[src/design/crc16_command_frame_encoder_top_macros.svh]
// Assertion macros used by the frame encoder serializer.
`ifndef CRC16_COMMAND_FRAME_ENCODER_TOP_MACROS_SVH
`define CRC16_COMMAND_FRAME_ENCODER_TOP_MACROS_SVH

// Check that an expression holds at every clock edge outside reset.
`define CFE_ASSERT_ALWAYS(label, expr, msg) \
   label: assert property (@(posedge clock) disable iff (reset) (expr)) else $error(msg);

// Check that a consequent holds in the same cycle as its antecedent.
`define CFE_ASSERT_IMPLY(label, ante, cons, msg) \
   label: assert property (@(posedge clock) disable iff (reset) (ante) |-> (cons)) \
      else $error(msg);

// Check that a consequent holds in the cycle after its antecedent.
`define CFE_ASSERT_NEXT(label, ante, cons, msg) \
   label: assert property (@(posedge clock) disable iff (reset) (ante) |=> (cons)) \
      else $error(msg);

`endif

[src/design/crc16cfe_pkg.sv]
// Shared types, constants and the CRC byte update for the frame encoder.
package crc16cfe_pkg;

   localparam int MaxOut  = 6;
   localparam int OutIdxW = $clog2(MaxOut);

   localparam logic [7:0]  SofA      = 8'hAA;
   localparam logic [7:0]  SofB      = 8'hFE;
   localparam logic [15:0] CrcInit   = 16'hFFFF;
   localparam logic [16:0] HdrItemsA = 17'd4;
   localparam logic [16:0] HdrItemsB = 17'd1;
   localparam logic [16:0] LenPosA   = HdrItemsA - 17'd1;

   localparam logic FmtA = 1'b0;
   localparam logic FmtB = 1'b1;

   // One item's worth of output words, packed from entry 0 upward.
   typedef struct packed {
      logic [MaxOut-1:0][7:0] words;
      logic [OutIdxW-1:0]     count;
      logic                   close;
   } bundle_type;

   // CRC-16/CCITT-FALSE update by one byte (poly 0x1021, MSB first).
   function automatic logic [15:0] crc_update(logic [15:0] crc, logic [7:0] b);
      logic [15:0] c;
      c = {crc[7:0], crc[15:8]};
      c = c ^ {8'h00, b};
      c = c ^ {12'h000, c[7:4]};
      c = c ^ {c[3:0], 12'h000};
      c = c ^ {3'b000, c[7:0], 5'b00000};
      return c;
   endfunction

endpackage

[src/design/crc16cfe_framer.sv]
// Input register, frame state and single-pass build of one item's output words.
module crc16cfe_framer (
   input  logic                    clock,
   input  logic                    reset,
   input  logic                    csr_wr_en,
   input  logic                    csr_wr_data,
   input  logic                    req_valid,
   output logic                    req_stall,
   input  logic [7:0]              req_data_byte,
   input  logic [15:0]             req_payload_length,
   input  logic                    bundle_load,
   output logic                    bundle_valid,
   output crc16cfe_pkg::bundle_type bundle
);
   import crc16cfe_pkg::*;

   logic        format_ff;
   logic        in_valid_ff;
   logic [7:0]  in_data_ff;
   logic [15:0] in_len_ff;
   logic [15:0] crc_ff,   crc_in;
   logic [16:0] seen_ff,  seen_in;
   logic [15:0] len_ff,   len_in;
   logic        frame_ff, frame_in;

   logic                take;
   logic [15:0]         crc_cur;
   logic [16:0]         seen_cur;
   logic [15:0]         len_cur;
   logic [15:0]         crc_run;
   logic [15:0]         len_b;
   logic [16:0]         count;
   logic [16:0]         hdr;
   logic                first;
   logic [OutIdxW-1:0]  n;

   // Move the held item into the serializer when it has room.
   assign take         = in_valid_ff && bundle_load;
   assign req_stall    = in_valid_ff && !bundle_load;
   assign bundle_valid = in_valid_ff;

   // Hold the format register.
   always_ff @(posedge clock) begin
      if (reset) begin
         format_ff <= FmtA;
      end else if (csr_wr_en) begin
         format_ff <= csr_wr_data;
      end
   end

   // Capture the incoming word.
   always_ff @(posedge clock) begin
      if (reset) begin
         in_valid_ff <= 1'b0;
      end else if (!req_stall) begin
         in_valid_ff <= req_valid;
      end
      if (req_valid && !req_stall) begin
         in_data_ff <= req_data_byte;
         in_len_ff  <= req_payload_length;
      end
   end

   // Build the output words and the next frame state for the held item.
   always_comb begin
      crc_cur  = frame_ff ? crc_ff  : CrcInit;
      seen_cur = frame_ff ? seen_ff : 17'd0;
      len_cur  = frame_ff ? len_ff  : in_len_ff;
      first    = (seen_cur == 17'd0);
      hdr      = (format_ff == FmtB) ? HdrItemsB : HdrItemsA;
      len_b    = len_cur + 16'd2;
      crc_run  = crc_cur;
      bundle   = '0;
      n        = '0;

      // Open with the start-of-frame word.
      if (first) begin
         bundle.words[n] = (format_ff == FmtB) ? SofB : SofA;
         crc_run         = crc_update(crc_run, bundle.words[n]);
         n               = n + 1'b1;
      end

      // Pass the command byte itself.
      bundle.words[n] = in_data_ff;
      crc_run         = crc_update(crc_run, in_data_ff);
      n               = n + 1'b1;

      // Insert the length field at the format's own header position.
      if ((format_ff == FmtB) && first) begin
         bundle.words[n] = len_b[7:0];
         crc_run         = crc_update(crc_run, len_b[7:0]);
         n               = n + 1'b1;
         bundle.words[n] = len_b[15:8];
         crc_run         = crc_update(crc_run, len_b[15:8]);
         n               = n + 1'b1;
      end else if ((format_ff == FmtA) && (seen_cur == LenPosA)) begin
         bundle.words[n] = len_cur[7:0];
         crc_run         = crc_update(crc_run, len_cur[7:0]);
         n               = n + 1'b1;
         bundle.words[n] = len_cur[15:8];
         crc_run         = crc_update(crc_run, len_cur[15:8]);
         n               = n + 1'b1;
      end

      // Close the frame once header and payload are all taken.
      count        = seen_cur + 17'd1;
      bundle.close = ({1'b0, count} >= ({2'b00, len_cur} + {1'b0, hdr}));
      if (bundle.close) begin
         bundle.words[n] = crc_run[7:0];
         n               = n + 1'b1;
         bundle.words[n] = crc_run[15:8];
         n               = n + 1'b1;
      end
      bundle.count = n;

      if (bundle.close) begin
         crc_in   = CrcInit;
         seen_in  = 17'd0;
         len_in   = 16'd0;
         frame_in = 1'b0;
      end else begin
         crc_in   = crc_run;
         seen_in  = count;
         len_in   = len_cur;
         frame_in = 1'b1;
      end
   end

   // Advance the frame state as each item leaves.
   always_ff @(posedge clock) begin
      if (reset) begin
         crc_ff   <= CrcInit;
         seen_ff  <= 17'd0;
         len_ff   <= 16'd0;
         frame_ff <= 1'b0;
      end else if (take) begin
         crc_ff   <= crc_in;
         seen_ff  <= seen_in;
         len_ff   <= len_in;
         frame_ff <= frame_in;
      end
   end

endmodule

[src/design/crc16cfe_serializer.sv]
// Result register that hands out one item's words one per cycle while rsp_stall is low.
module crc16cfe_serializer (
   input  logic                     clock,
   input  logic                     reset,
   input  logic                     bundle_valid,
   input  crc16cfe_pkg::bundle_type bundle,
   output logic                     bundle_load,
   output logic                     rsp_valid,
   input  logic                     rsp_stall,
   output logic [7:0]               rsp_out_byte,
   output logic                     rsp_run_last,
   output logic                     rsp_frame_end
);
   import crc16cfe_pkg::*;

   logic                   full_ff;
   logic [MaxOut-1:0][7:0] words_ff;
   logic [OutIdxW-1:0]     count_ff;
   logic [OutIdxW-1:0]     pos_ff;
   logic                   close_ff;
   logic                   last;
   logic                   send;

   // Present the current word.
   assign last          = (pos_ff == (count_ff - 1'b1));
   assign send          = full_ff && !rsp_stall;
   assign rsp_valid     = full_ff;
   assign rsp_out_byte  = words_ff[pos_ff];
   assign rsp_run_last  = last;
   assign rsp_frame_end = close_ff && last;

   // Take a new bundle when empty or while the last word goes out.
   assign bundle_load = !full_ff || (send && last);

   // Load, advance or drain the word list.
   always_ff @(posedge clock) begin
      if (reset) begin
         full_ff <= 1'b0;
         pos_ff  <= '0;
      end else if (bundle_load && bundle_valid) begin
         full_ff <= 1'b1;
         pos_ff  <= '0;
      end else if (send && last) begin
         full_ff <= 1'b0;
         pos_ff  <= '0;
      end else if (send) begin
         pos_ff  <= pos_ff + 1'b1;
      end
      if (bundle_load && bundle_valid) begin
         words_ff <= bundle.words;
         count_ff <= bundle.count;
         close_ff <= bundle.close;
      end
   end

`include "crc16_command_frame_encoder_top_macros.svh"

   `CFE_ASSERT_IMPLY(a_pos_in_range, full_ff, (count_ff != '0) && (pos_ff < count_ff), "word position past item count")
   `CFE_ASSERT_IMPLY(a_close_has_crc, full_ff && close_ff, count_ff >= 3'd2, "closing item lacks CRC words")
   `CFE_ASSERT_NEXT(a_step, send && !last && !(bundle_load && bundle_valid), pos_ff == $past(pos_ff) + 1'b1, "word position did not advance")
   `CFE_ASSERT_ALWAYS(a_load_only_idle, !(bundle_load && full_ff) || (send && last), "bundle loaded over live words")

endmodule

[src/design/crc16_command_frame_encoder_top.sv]
// Top level of the CRC-16 command frame encoder.
// Frames a stream of command bytes: one input word yields 1 to 6 output words (start
// byte, header, length field, payload byte, CRC trailer), with the CRC-16/CCITT-FALSE
// appended low byte first and frame_end on its high byte. Output words leave one per
// cycle through the single output byte port while rsp_stall is low; payload words that
// yield one output word stream at one per cycle. An accepted input word passes the
// framer's input register, then the serializer's result register. The user must write
// frame_format only while the encoder is idle; the block itself does not enforce this.
module crc16_command_frame_encoder_top (
   input  logic        clock,
   input  logic        reset,
   input  logic        csr_wr_en,
   input  logic        csr_wr_data,
   input  logic        req_valid,
   output logic        req_stall,
   input  logic [7:0]  req_data_byte,
   input  logic [15:0] req_payload_length,
   output logic        rsp_valid,
   input  logic        rsp_stall,
   output logic [7:0]  rsp_out_byte,
   output logic        rsp_run_last,
   output logic        rsp_frame_end
);
   import crc16cfe_pkg::*;

   bundle_type bundle;
   logic       bundle_valid;
   logic       bundle_load;

   // Build each item's words and frame state.
   crc16cfe_framer u_framer (
      .clock              (clock),
      .reset              (reset),
      .csr_wr_en          (csr_wr_en),
      .csr_wr_data        (csr_wr_data),
      .req_valid          (req_valid),
      .req_stall          (req_stall),
      .req_data_byte      (req_data_byte),
      .req_payload_length (req_payload_length),
      .bundle_load        (bundle_load),
      .bundle_valid       (bundle_valid),
      .bundle             (bundle)
   );

   // Hand out words one per cycle while rsp_stall is low.
   crc16cfe_serializer u_serializer (
      .clock         (clock),
      .reset         (reset),
      .bundle_valid  (bundle_valid),
      .bundle        (bundle),
      .bundle_load   (bundle_load),
      .rsp_valid     (rsp_valid),
      .rsp_stall     (rsp_stall),
      .rsp_out_byte  (rsp_out_byte),
      .rsp_run_last  (rsp_run_last),
      .rsp_frame_end (rsp_frame_end)
   );

endmodule
[config.mk]
export PLATFORM = sky130hd
export DESIGN_NAME = crc16_command_frame_encoder_top
export DESIGN_NICKNAME = d
export VERILOG_FILES = /design/src/design/crc16cfe_pkg.sv /design/src/design/crc16cfe_framer.sv /design/src/design/crc16cfe_serializer.sv /design/src/design/crc16_command_frame_encoder_top.sv
export VERILOG_INCLUDE_DIRS = /design/src /design/src/design
export SDC_FILE = /design/constraint.sdc
export NUM_CORES = 1
export LEC_CHECK = 0
export BUFFER_PORTS_ARGS = -buffer_cell sky130_fd_sc_hd__buf_4
export CAP_MARGIN = 20
export CORE_UTILIZATION = 35
export CTS_BUF_LIST = sky130_fd_sc_hd__clkbuf_4
export DETAILED_ROUTE_END_ITERATION = 12
export GPL_ROUTABILITY_DRIVEN = 0
export PLACE_DENSITY = 0.61
export SETUP_SLACK_MARGIN = 0.5
export SLEW_MARGIN = 10
export SYNTH_ARGS = -nofsm -noshare
export SYNTH_HDL_FRONTEND = slang
export SYNTH_SLANG_ARGS = --single-unit
[constraint.sdc]
create_clock -name clock -period 7.78 [get_ports clock]
set_clock_uncertainty 0.15 [all_clocks]
set_input_delay 0.389 -clock clock [delete_from_list [all_inputs] [get_ports clock]]
set_output_delay 0.389 -clock clock [all_outputs]
set_load 0.01 [all_outputs]
==> impl_metrics.py, run 1 <==
metrics = {
    "run_status": {
        "outcome": "completed",
    },
    "yosys": {
        "synth_seq_cells": 132,
        "synth_edf_count": 76,
        "ys_async_sr_fraction": 0,
        "synth_flop_cell": "edfxtp_1",
        "netlist_area_um2": 9540,
        "synth_cells": 993,
        "synth_cell_types": 72,
        "yosysWarnings": 0,
        "synthesis.nets": 1049,
        "synth_seq_area_share": 0.357,
        "avgSynthCellArea_um2": 9.61,
    },
    "grt": {
        "grt_pass1_wl_um": 45600,
        "track_usage": 0.214,
        "grt-ovfl-total": 0,
        "grt_pass1_vias": 7641,
        "grt_max_degree": 61,
        "antenna_found_initial": 1,
    },
    "worst_setup_path": {
        "critPathKind": "flop to flop",
        "timing.critical_path.fanout_max": 60,
        "crit_arrival_ns": 6.33,
        "startpoint_type": "flop",
        "cp-end-kind": "flop",
        "required_ns": 8.08,
    },
    "finish": {
        "areaGrowthSynthToFinish_pct": 13.7,
        "fillerInstances": 2680,
        "drive_gt1_frac": 0.138,
        "nets": 1108,
        "ff_latch_area_um2": 3400,
        "multi_input_area_um2": 5850,
    },
    "sta": {
        "setup_ws_ns": 1.74,
        "rsz0062_at_grt": "no",
        "worst_pin_slew_ns": 1.11,
        "min_period_ns": 6.04,
        "finalMaxSlewViolations": 0,
        "max_freq_ghz": 0.166,
        "fin_crit_sh": 0.776,
        "slew_headroom": 0.238,
        "tns_ns": 0,
        "setup_viol": 0,
        "hold_viol": 0,
    },
    "routing": {
        "wirelength_um": 29100,
        "wl_per_cell_um": 20.7,
        "drc": 0,
        "vias": 7961,
        "dr.pass1.iters": 8,
        "drt-initial-drc-count": 815,
        "routed_via_density": 5.65,
        "antenna_left": 0,
    },
    "worst_hold_path": {
        "hp-class": "input pin to flop",
    },
    "floorplanning": {
        "num_rows": 60,
        "die_area_um2": 27900,
        "io_pins": 42,
        "coreArea_um2": 26900,
        "die_w_um": 167,
        "start_util": 0.355,
        "die_h_um": 167,
    },
    "run": {
        "max_cap_violations": 0,
    },
    "place": {
        "port_buffers": 41,
        "place_ws_ns": 1.86,
        "dpl.hpwl_um": 20900,
    },
    "power": {
        "cellPowerDensity_nw_per_um2": 318,
        "ir_worst_vdd_v": 0.000239,
        "power.leakage_nw": 3.96,
    },
    "clock_network": {
        "cts_sinks": 132,
        "cts_tree": "done",
        "cts-buffers-inserted": 17,
        "clkSlewWorstSetupHoldPaths_ns": 0.13,
        "h-tree-depth": 4,
        "clock_latency_ns": 0.56,
        "cts_root_buf": "clkbuf_4",
        "clock_path_buffers": 2,
    },
}
## Yosys cell counts, types with 3 or more instances
master,number,area (um2)
nand4_1,5,31.3
o21a_1,3,22.5
mux2_2,6,67.6
nand3_1,31,155
o22a_1,8,70.1
mux2i_1,23,230
xnor2_2,10,163
o221ai_1,3,26.3
or2_2,6,37.5
a21oi_1,68,340
a2bb2oi_1,4,35.0
a22o_1,18,158
dfxtp_1,56,1120
nor4_4,4,85.1
clkbuf_1,31,116
edfxtp_1,76,2280
xor2_1,48,420
nor3_1,15,75.1
or3_1,10,62.6
o21ai_1,8,40.0
nand2_1,90,338
a31oi_1,8,50.1
a32oi_1,4,35.0
o22ai_1,23,144
a211oi_1,8,60.1
o21ai_0,36,180
nand2b_1,15,93.8
a22oi_1,13,97.6
ha_1,26,325
inv_1,27,101
and2_1,4,25.0
nor2_1,97,364
xnor2_1,98,858
a21o_1,9,67.6
nor2b_1,7,43.8
xor2_2,4,65.1
o211ai_1,4,30.0
xnor3_1,19,428
buf_1,10,37.5
buf_2,6,30.0
mux4_2,8,180
## metrics by stage
step	hold slack, ns	power [mW]	cells	area, um2	utilization
2_1_floorplan	0.275	2.45	993	9540	-
3_3_place_gp	0.286	2.88	1345	10200	0.381
3_5_place_dp	0.294	2.88	1345	10200	0.381
4_1_cts	0.0742	3.41	1405	10800	0.403
5_1_grt	0.132	3.59	1407	10800	0.403
6_report	0.118	3.45	1408	10800	0.403
## registers in the layout, indices dropped and copies added (netlist names)
| register | cells |
|---|---|
| u_framer.bundle_valid | 1 |
| u_framer.crc_ff | 16 |
| u_framer.format_ff | 1 |
| u_framer.frame_ff | 1 |
| u_framer.in_data_ff | 8 |
| u_framer.in_len_ff | 16 |
| u_framer.len_ff | 16 |
| u_framer.seen_ff | 17 |
| u_serializer.close_ff | 1 |
| u_serializer.count_ff | 3 |
| u_serializer.pos_ff | 3 |
| u_serializer.rsp_valid | 1 |
| u_serializer.words_ff | 48 |
## layer usage
layer	routed length, um	vias to the layer above	global-route usage
li1	-	3700	-
met1	13000	3809	0.301
met2	12700	378	0.319
met3	2320	74	0.0388
met4	1080	0	0.0958
met5	0	-	0
## cells in the final DEF (no fill, tap or decap), drive strengths merged, types with 13 or more instances in the layout
cell type and instances:
o22ai 25, a22o 18, clkbuf 19, edfxtp 76, inv 31, buf 60
xnor2 108, nor3 15, nand3 31, a22oi 13, mux2i 23, nor2 97
nand2 90, a21oi 70, xor2 52, ha 26, o21ai 44, dfxtp 56
xnor3 20, nand2b 15, dlygate4sd3 28
## worst max-delay path: stages, from the launching register on
cell	delay [ns]
dfxtp_2	0.36
buf_4	0.55
mux2_1	0.55
ha_1	0.42
a31oi_1	0.15
nor2b_1	0.42
nand3_1	0.20
xnor2_1	0.18
ha_1	0.32
a21o_1	0.18
a21o_1	0.17
a211oi_1	0.21
o21ai_0	0.16
a41oi_2	0.21
buf_4	0.34
inv_2	0.25
or3_1	0.73
o22a_1	0.32
## path summary, 6_finish.rpt
check,start,to,slack (ns),cells past startpoint
max,u_framer.frame_ff$_SDFFE_PP0P_,u_framer.crc_ff[11]$_SDFFE_PP1P_,1.74,17
min,rsp_stall,u_serializer.rsp_valid$_SDFFE_PP0P_,0.12,3
max reg2reg,u_framer.frame_ff$_SDFFE_PP0P_,u_framer.crc_ff[11]$_SDFFE_PP1P_,1.74,17
min reg2reg,u_framer.len_ff[13]$_SDFFE_PP0P_,u_framer.len_ff[13]$_SDFFE_PP0P_,0.32,2
## power by group
group | internal [mW] | switching (mW) | leakage [nW]
clock network | 0.229 | 0.280 | 0.151
logic | 0.957 | 1.16 | 2.63
registers | 0.783 | 0.0407 | 1.18
## area by class of cell
| cell class | count | area share |
|---|---|---|
| Tap cell | 341 | 0.0393 |
| Timing Repair Buffer | 88 | 0.0685 |
| Multi-Input combinational cell | 784 | 0.540 |
| Clock buffer | 19 | 0.0132 |
| Clock inverter | 13 | 0.0147 |
| Sequential cell | 132 | 0.314 |
| Inverter | 29 | 0.0100 |
| Antenna cell | 2 | 0.000462 |
## cells by family (layout without fill, tap and decap cells)
logic type	count (synthesis)	after routing	share of synthesized area
simple gates	299	299	0.151
compound gates	238	238	0.164
xor+xnor	182	182	0.210
flops	132	132	0.357
buf+inv	77	149	0.0315
mux	39	39	0.0525
fa+ha+maj	26	26	0.0341
other cells	0	2	0
## timing repair
action,4_1_cts,5_1_grt
hold buffers,28,0
endpoints found under the hold margin,28,0
endpoints found under the setup margin,0,0
gates resized for setup,0,0
setup buffers,0,0
No activity file was read; power rests on OpenSTA's default activity.
==> run 2, diff against run 1 <==
- ABC_AREA: not set -> 1
- clock period: 7.78 -> 6.08 ns (I/O delays scaled with it)
==> impl_metrics.py, run 2 <==
metrics = {
    "clock_network": {
        "cts_sinks": 132,
        "clkSlewWorstSetupHoldPaths_ns": 0.14,
        "clock_latency_ns": 0.54,
        "cts_root_buf": "clkbuf_4",
        "h-tree-depth": 4,
        "cts_tree": "done",
        "clock_path_buffers": 2,
        "cts-buffers-inserted": 17,
    },
    "floorplanning": {
        "start_util": 0.355,
        "die_h_um": 175,
        "num_rows": 63,
        "die_w_um": 175,
        "die_area_um2": 30800,
        "coreArea_um2": 29600,
        "io_pins": 42,
    },
    "worst_hold_path": {
        "hp-class": "input pin to flop",
    },
    "sta": {
        "hold_viol": 0,
        "rsz0062_at_grt": "no",
        "slew_headroom": 0.367,
        "worst_pin_slew_ns": 0.943,
        "min_period_ns": 5.14,
        "max_freq_ghz": 0.195,
        "tns_ns": 0,
        "finalMaxSlewViolations": 0,
        "fin_crit_sh": 0.846,
        "setup_viol": 0,
    },
    "routing": {
        "drt-initial-drc-count": 1085,
        "dr.pass1.iters": 7,
        "routed_via_density": 5.34,
        "drc": 0,
        "wirelength_um": 35000,
        "antenna_left": 0,
        "wl_per_cell_um": 17.4,
        "vias": 10700,
    },
    "place": {
        "dpl.hpwl_um": 26700,
        "place_area_um2": 11300,
        "port_buffers": 41,
        "placed_cells": 1948,
    },
    "finish": {
        "largest_reg_flops": 48,
        "ff_latch_area_um2": 3410,
        "final_area_um2": 11900,
        "final_cells": 2013,
        "nets": 1665,
        "layout.cells.most_common": "nand2_1",
        "top_register": "u_serializer.words_ff",
        "drive_gt1_frac": 0.135,
        "layout_common_cells": "nand2_1 (413), inv_1 (198), nand3_1 (170), nor2_1 (100), edfxtp_1 (76)",
        "multi_input_area_um2": 6110,
        "fillerInstances": 3149,
        "top_regs": "u_serializer.words_ff (48), u_framer.seen_ff (17)",
        "areaGrowthSynthToFinish_pct": 12.9,
    },
    "yosys": {
        "synth_flop_cell": "edfxtp_1",
        "yosysWarnings": 0,
        "synth.most_common_cell": "nand2_1",
        "synth_top_cell_by_area": "edfxtp_1",
        "synth_cell_types": 49,
        "synthesis.nets": 1596,
        "synth_cells": 1540,
        "synth_edf_count": 76,
        "ys_async_sr_fraction": 0,
        "synth_seq_area_share": 0.323,
        "netlist_top_cells_area": "edfxtp_1 (22%), nand2_1 (15%), dfxtp_1 (11%), nand3_1 (8.1%), inv_1 (7.1%)",
        "synthTopCellsByCount": "nand2_1 (413), inv_1 (198), nand3_1 (170), nor2_1 (102), edfxtp_1 (76)",
        "synth_seq_cells": 132,
        "netlist_area_um2": 10500,
        "avgSynthCellArea_um2": 6.84,
        "yosysTopAreaCellShare": 0.217,
    },
    "grt": {
        "grt-ovfl-total": 0,
        "track_usage": 0.232,
        "antenna_found_initial": 1,
        "grt_pass1_vias": 9828,
        "grt_pass1_wl_um": 54800,
        "grt_max_degree": 55,
    },
    "worst_setup_path": {
        "startpoint_type": "flop",
        "required_ns": 6.15,
        "critPathMaxStageDelay_ns": 0.52,
        "slowest_stage": "nor2_4",
        "timing.critical_path.fanout_max": 49,
        "cp-end-kind": "flop",
        "crit_arrival_ns": 5.21,
        "worst_path_most_repeated_cell": "nand2_1",
        "critPathKind": "flop to flop",
    },
    "run_status": {
        "outcome": "completed",
    },
    "power": {
        "cellPowerDensity_nw_per_um2": 255,
        "power.leakage_nw": 5.42,
        "ir_worst_vdd_v": 0.000126,
    },
    "run": {
        "max_cap_violations": 0,
    },
}
==> run 2: cell types whose count changed in the layout (fill, tap and decap cells not counted), moves of 35 or more <==
cell     change
nand2_1    +323
inv_1      +172
nand3_1    +139
xnor2_1     -86
nand2_2     +64
o21ai_0     +35
==> run 2: final cells by class <==
| class | instances | area share |
|---|---|---|
| multi-input combinational | 1150 | 0.514 |
| antenna | 1 | 0.000210 |
| clock inverter | 14 | 0.0108 |
| inverter | 212 | 0.0669 |
| tap | 390 | 0.0410 |
| clock buffer | 18 | 0.0114 |
| sequential | 132 | 0.287 |
| timing repair buffer | 96 | 0.0693 |
==> run 2: worst max-delay path, delay by kind of cell (launching register included) <==
family          cells  cell delay, ns
buf+inv             3            0.71
compound gates      2            0.24
simple gates       23            3.26
flops               1            0.42
==> run 2: repair_timing <==
action,4_1_cts,5_1_grt
endpoints found under the setup margin,0,41
hold buffers,29,0
endpoints found under the hold margin,31,0
gates resized for setup,0,6
buffers inserted,0,0
==> run 2: power by group <==
group          switching [mW]  internal, mW  leakage [nW]  total (mW)
registers              0.0254         0.995          1.17        1.02
clock network           0.364         0.211         0.136       0.575
logic                    1.01         0.424          4.11        1.43
==> run 2: worst paths after layout <==
path	startpoint	endpoint	slack, ns	cells after the start
setup / recovery	u_framer.frame_ff$_SDFFE_PP0P_	u_serializer.words_ff[15]$_DFFE_PP_	0.94	28
hold / removal	req_valid	u_framer.in_data_ff[1]$_DFFE_PP_	0.13	3
setup reg to reg	u_framer.frame_ff$_SDFFE_PP0P_	u_serializer.words_ff[15]$_DFFE_PP_	0.94	28
hold reg to reg	u_framer.seen_ff[0]$_SDFFE_PP0P_	u_framer.seen_ff[0]$_SDFFE_PP0P_	0.33	2
==> run 2: layer usage <==
layer  track usage  wire (um)
met3        0.0400       2740
met4        0.0804       1110
met5             0          0
met2         0.384      16200
met1         0.303      14900
==> run 2: metrics by stage <==
stage	hold WS [ns]	setup slack, ns	util	total power [mW]
floorplan	0.223	0.795	-	2.03
global placement	0.294	0.867	0.380	2.39
detailed placement	0.304	0.797	0.380	2.42
CTS	0.262	0.740	0.399	3.01
global route	0.101	0.475	0.401	3.23
finish	0.133	0.939	0.401	3.03
==> run 2: cells by family (layout without fill, tap and decap cells) <==
family	Yosys count	count (layout)	share of synthesized area
buffers and inverters	258	340	0.0995
adders and majority gates	26	26	0.0309
DFF	132	132	0.323
and+or+nand+nor	825	825	0.354
xor gates and xnor gates	73	73	0.0614
other	0	1	0
AOI/OAI and AO/OA	226	226	0.131
